[config.mk]
export PLATFORM = sky130hd
export DESIGN_NAME = brad_ctrl
export DESIGN_NICKNAME = d
export VERILOG_FILES = /design/src/design/brad_pkg.sv /design/src/design/brad_ctrl.sv
export SDC_FILE = /design/constraint.sdc
export NUM_CORES = 1
export LEC_CHECK = 0
export BUFFER_PORTS_ARGS = -buffer_cell sky130_fd_sc_hd__clkbuf_2
export CAP_MARGIN = 10
export CORE_AREA = 5 5 42 44
export DETAILED_ROUTE_END_ITERATION = 10
export DIE_AREA = 0 0 47 49
export PLACE_DENSITY = 0.65
export SLEW_MARGIN = 10
export SYNTH_ARGS = -nofsm -noshare
export SYNTH_HDL_FRONTEND = slang
export SYNTH_SLANG_ARGS = --single-unit
[constraint.sdc]
create_clock -name clk -period 2 [get_ports clk]
set_clock_uncertainty 0.2 [all_clocks]
set_input_delay 0.1 -clock clk [delete_from_list [all_inputs] [get_ports clk]]
set_output_delay 0.1 -clock clk [all_outputs]
set_load 0.02 [all_outputs]
[src/design/brad_pkg.sv]
// Shared types, constants and codes for the broadcast rate alarm detector.
package brad_pkg;

	// Default sizes
	localparam int PORTS_DEF  = 16;
	localparam int WINDOW_DEF = 64;

	// Field widths
	localparam int PORT_W    = 4;
	localparam int COUNTER_W = 64;
	localparam int SECS_W    = 16;
	localparam int RATE_W    = 40;
	localparam int STATUS_W  = 2;
	localparam int ALARM_W   = 2;
	localparam int CFG_W     = 32;
	localparam int SMALL_W   = 7;
	localparam int CFG_IDX_W = 3;
	localparam int FRAC_W    = 8;

	// Shared divider geometry
	localparam int DIV_NW   = COUNTER_W + FRAC_W;
	localparam int DIV_DW   = SECS_W;
	localparam int DIV_STEP = 4;

	// Register indexes
	localparam logic [CFG_IDX_W-1:0] CFG_RATE_MAX    = 3'd0;
	localparam logic [CFG_IDX_W-1:0] CFG_AVERAGE_MAX = 3'd1;
	localparam logic [CFG_IDX_W-1:0] CFG_AVERAGE_LOW = 3'd2;
	localparam logic [CFG_IDX_W-1:0] CFG_RECOVER_PCT = 3'd3;
	localparam logic [CFG_IDX_W-1:0] CFG_WINDOW_LEN  = 3'd4;
	localparam logic [CFG_IDX_W-1:0] CFG_SKIP_RATE   = 3'd5;

	// Register reset values
	localparam logic [CFG_W-1:0]   RST_RATE_MAX    = 32'd10000;
	localparam logic [CFG_W-1:0]   RST_AVERAGE_MAX = 32'd5000;
	localparam logic [CFG_W-1:0]   RST_AVERAGE_LOW = 32'd500;
	localparam logic [SMALL_W-1:0] RST_RECOVER_PCT = 7'd50;
	localparam logic [SMALL_W-1:0] RST_WINDOW_LEN  = 7'd60;
	localparam logic [CFG_W-1:0]   RST_SKIP_RATE   = 32'd500000;

	// Result status codes
	localparam logic [STATUS_W-1:0] STAT_PRIMED   = 2'd0;
	localparam logic [STATUS_W-1:0] STAT_SKIPPED  = 2'd1;
	localparam logic [STATUS_W-1:0] STAT_MEASURED = 2'd2;

	// Alarm kinds
	localparam logic [ALARM_W-1:0] ALM_NONE  = 2'd0;
	localparam logic [ALARM_W-1:0] ALM_RAW   = 2'd1;
	localparam logic [ALARM_W-1:0] ALM_AVG   = 2'd2;
	localparam logic [ALARM_W-1:0] ALM_SPIKE = 2'd3;

	localparam logic [RATE_W-1:0] RATE_SAT = {RATE_W{1'b1}};

	// Controller states
	typedef enum logic [3:0] {
		ST_IDLE,
		ST_EVAL,
		ST_RDIV,
		ST_SHRK,
		ST_DROP,
		ST_ADIV,
		ST_CLR,
		ST_MUL,
		ST_ALRM,
		ST_FIN
	} state_t;

	// Controller to datapath commands
	typedef struct packed {
		logic load_in;
		logic eval;
		logic rate_take;
		logic drop_rd;
		logic drop_sub;
		logic push;
		logic avg_take;
		logic clr_eval;
		logic mul;
		logic alarm;
		logic emit;
	} cmd_t;

	// Datapath to controller status
	typedef struct packed {
		logic ignore;
		logic measure;
		logic div_done;
		logic drop_need;
		logic hold;
		logic out_free;
	} stat_t;

endpackage

[src/design/brad_ctrl.sv]
// Sequencing state machine for the broadcast rate alarm detector.
module brad_ctrl (
	input  logic            clk,
	input  logic            arst_n,
	input  logic            s_tvalid,
	output logic            s_tready,
	input  brad_pkg::stat_t stat,
	output brad_pkg::cmd_t  cmd
);

	brad_pkg::state_t state_q, state_nx;

	// Advance state
	always_ff @(posedge clk or negedge arst_n) begin
		if (!arst_n) state_q <= brad_pkg::ST_IDLE;
		else         state_q <= state_nx;
	end

	// Next state
	always_comb begin
		state_nx = state_q;
		case (state_q)
			brad_pkg::ST_IDLE: if (s_tvalid) state_nx = brad_pkg::ST_EVAL;
			brad_pkg::ST_EVAL: begin
				if (stat.ignore)       state_nx = brad_pkg::ST_IDLE;
				else if (stat.measure) state_nx = brad_pkg::ST_RDIV;
				else                   state_nx = brad_pkg::ST_FIN;
			end
			brad_pkg::ST_RDIV: if (stat.div_done) state_nx = brad_pkg::ST_SHRK;
			brad_pkg::ST_SHRK: begin
				if (stat.drop_need) state_nx = brad_pkg::ST_DROP;
				else                state_nx = brad_pkg::ST_ADIV;
			end
			brad_pkg::ST_DROP: state_nx = brad_pkg::ST_SHRK;
			brad_pkg::ST_ADIV: if (stat.div_done) state_nx = brad_pkg::ST_CLR;
			brad_pkg::ST_CLR: begin
				if (stat.hold) state_nx = brad_pkg::ST_FIN;
				else           state_nx = brad_pkg::ST_MUL;
			end
			brad_pkg::ST_MUL:  state_nx = brad_pkg::ST_ALRM;
			brad_pkg::ST_ALRM: state_nx = brad_pkg::ST_FIN;
			brad_pkg::ST_FIN:  if (stat.out_free) state_nx = brad_pkg::ST_IDLE;
			default:           state_nx = brad_pkg::ST_IDLE;
		endcase
	end

	// Commands
	always_comb begin
		cmd      = '0;
		s_tready = 1'b0;
		case (state_q)
			brad_pkg::ST_IDLE: begin
				s_tready    = 1'b1;
				cmd.load_in = s_tvalid;
			end
			brad_pkg::ST_EVAL: cmd.eval = 1'b1;
			brad_pkg::ST_RDIV: cmd.rate_take = stat.div_done;
			brad_pkg::ST_SHRK: begin
				cmd.drop_rd = stat.drop_need;
				cmd.push    = !stat.drop_need;
			end
			brad_pkg::ST_DROP: cmd.drop_sub = 1'b1;
			brad_pkg::ST_ADIV: cmd.avg_take = stat.div_done;
			brad_pkg::ST_CLR:  cmd.clr_eval = 1'b1;
			brad_pkg::ST_MUL:  cmd.mul = 1'b1;
			brad_pkg::ST_ALRM: cmd.alarm = 1'b1;
			brad_pkg::ST_FIN:  cmd.emit = stat.out_free;
			default:           cmd = '0;
		endcase
	end

endmodule

==> metrics.txt <==
endpoints failing setup=0; clock buffer depth=2; max-slew violation count=0; GRT Util Overall=12.5%; slowest stage cell, crit path=dfrtp_1; vias per inst=5.11; H-tree levels=1; total power=between 900 and 1000 µW; Synth Area per Inst=8.31 µm²; DR vias=501; Worst setup EP type=output pin; hold slack=0.0211 ns; Tightest Pin Transition=0.383 ns; unrepaired setup endpoints after global routing=false; crit start category=flip-flop; EDFF count, synth=0; Clock Sinks=4; Reg with most FFs=state_q; Reg clk slew, reported paths=0.04 ns; Internal=474 µW; Buf+Inv Stages, Crit Path=2; status=complete, no violations; Hold Path Class=in -> reg; dpl hpwl=944 µm; crit path time final=1.82 ns; DRT iter0 DRCs=12; vias in the first global route=472; worst path cell trace=buf_4 > nor4_1 > and2_1 > clkbuf_2; Max VDD drop=601 µV; clock root buffer=clkbuf_4; CTS buffer count=3; critical path class=reg -> out; PwrDens=around 1400 mW/mm²; Routed WL=1.25 mm; initial antenna violation count=0; area growth from synthesis to layout=40.6%; Starting Density=around 33%; number of buffers added on ports=20; CP max stage delay=~0.45 ns; Seq pwr share=20.9%; max cap viols=0; Switching Fraction=48.5%; Register Area=roughly 100 µm²; Slew HR=74.5%; Post-Synthesis Cells=56; reg2reg setup slack=0.29 ns; Crit path max-delay family=simple AND/OR/NAND/NOR gates; dominant cell by count in the synthesized netlist=nor2_1; die height=roughly 49 µm; grt total ovfl=0; # Post-CTS Setup Buffers=0; Top Registers=state_q x4; Synth Net Count=65; cell row count=14; num ports=21; Horiz. Die Dim=47 µm; main flop type after synthesis=dfrtp_1; Unique masters post-synth=34; # DRC=0; Leakage=0.000312 µW; CTS tree=done; setup TNS=0 ns; async set-reset flop share out of synthesis=100%; Synth Register Bits=4; routability cong.=slightly above 0.8; switching power=446 µW; Inst Count DP=90; fin crit share=91.1%; die area=0.00230 mm²; routed len/inst=12.8 µm; Logic pwr share=67.8%; Critical Path Fanout Max=9; Synth Cell Area=465 µm²; Antenna Diode Count=0; yosys warns=0; top cells by area, synth=dfrtp_1 (22%), mux2i_4 (4.8%), nor2_1 (4.8%), o31ai_4 (4.6%), nand2_1 (4.0%); First-pass DRT Iterations=4; Data arrival, critical path=1.52 ns; Max Freq=549 MHz; Yosys top cell area share=21.5%; clock network power share=11.3%; register area share after synthesis=21.5%; Worst EP required=1.70 ns; nets=93; dominant cell type by area after synthesis=dfrtp_1; final worst slack=0.178 ns; Filler Cell Count=156; share of layout cells above drive strength 1=40.2%; area of the core=roughly 0.0014 mm²; Commonest cells post-synth=nor2_1 (6), nand2_1 (5), dfrtp_1 (4), buf_2 (3); area of the multi-input gates=roughly 330 µm²; first-pass GRT wire length=2.01 mm; Layout Cells excl Fill=98; largest net degree at the start of global routing=13; Routed Antenna Nets=0; Skew-Pair Late Insertion Delay=0.24 ns; Place WS=roughly 0.3 ns; final number of hold-violating endpoints=0; Largest register FFs=4
## metal layers
layer | wire, µm | vias to the layer above | GRT usage, %
li1 | - | 255 | -
met1 | 561 | 225 | 15.7
met2 | 608 | 19 | 17.9
met3 | 70 | 2 | 3.32
met4 | 12 | 0 | 8.29
met5 | 0 | - | 0
## worst reg2reg max path, delay by kind of cell (launching register included)
family	cells	cell delay, ns
AO/OA/AOI/OAI	1	0.22
flip-flops	1	0.45
multiplexers	2	0.40
AND/OR/NAND/NOR	1	0.32
## area by class of cell
class	count	area share, %
clock buffer	3	3.44
sequential	4	15.3
multi-input combinational	45	50.7
inverter	2	1.15
tap	16	3.06
timing repair buffer	28	26.4
## timing repair
| action | in CTS | in global routing |
|---|---|---|
| gates resized for setup | 0 | 0 |
| hold buffers | 5 | 0 |
| hold endpoints to repair | 6 | 0 |
## per-stage QoR
step | utilization [%] | instance area [µm²]
2_1_floorplan | - | 465
3_3_place_gp | 41.5 | 582
3_5_place_dp | 41.5 | 582
4_1_cts | 46.7 | 654
5_1_grt | 46.7 | 654
6_report | 46.7 | 654
## power by group through the flow
stage,clock [µW],combinational [µW],sequential (µW)
after CTS,104,630,192
after global placement,0,622,191
after global routing,112,685,200
after detailed placement,0,620,192
final,104,624,193
after floorplan,0,529,142
## final timing paths
| path | startpoint | end | depth (start not counted) |
|---|---|---|---|
| setup / recovery | state_q[1]$_DFFE_PN0P_ | cmd[10] | 4 |
| hold / removal | stat[1] | state_q[2]$_DFFE_PN0P_ | 4 |
| min in group asynchronous | arst_n | state_q[3]$_DFFE_PN0P_ | 3 |
| setup reg to reg | state_q[1]$_DFFE_PN0P_ | state_q[0]$_DFFE_PN0P_ | 4 |
| max in group asynchronous | arst_n | state_q[1]$_DFFE_PN0P_ | 4 |
| hold reg to reg | state_q[3]$_DFFE_PN0P_ | state_q[2]$_DFFE_PN0P_ | 1 |
## cell usage in the layout (no fill, tap or decap), types with 3 or more instances in the layout
cell and instances:
dlygate4sd3_1 5, clkbuf_2 20, buf_4 3, nor2_1 6
clkbuf_4 3, dfrtp_1 4, nand2_1 5
## logic make-up after synthesis
family                    synth area share, %
and+or+nand+nor                          37.9
DFF                                      21.5
muxes                                    8.06
AOI/OAI and AO/OA                        23.4
xor gates and xnor gates                 1.88
buffers and inverters                    7.26
Power figures use the tool's default switching activity.
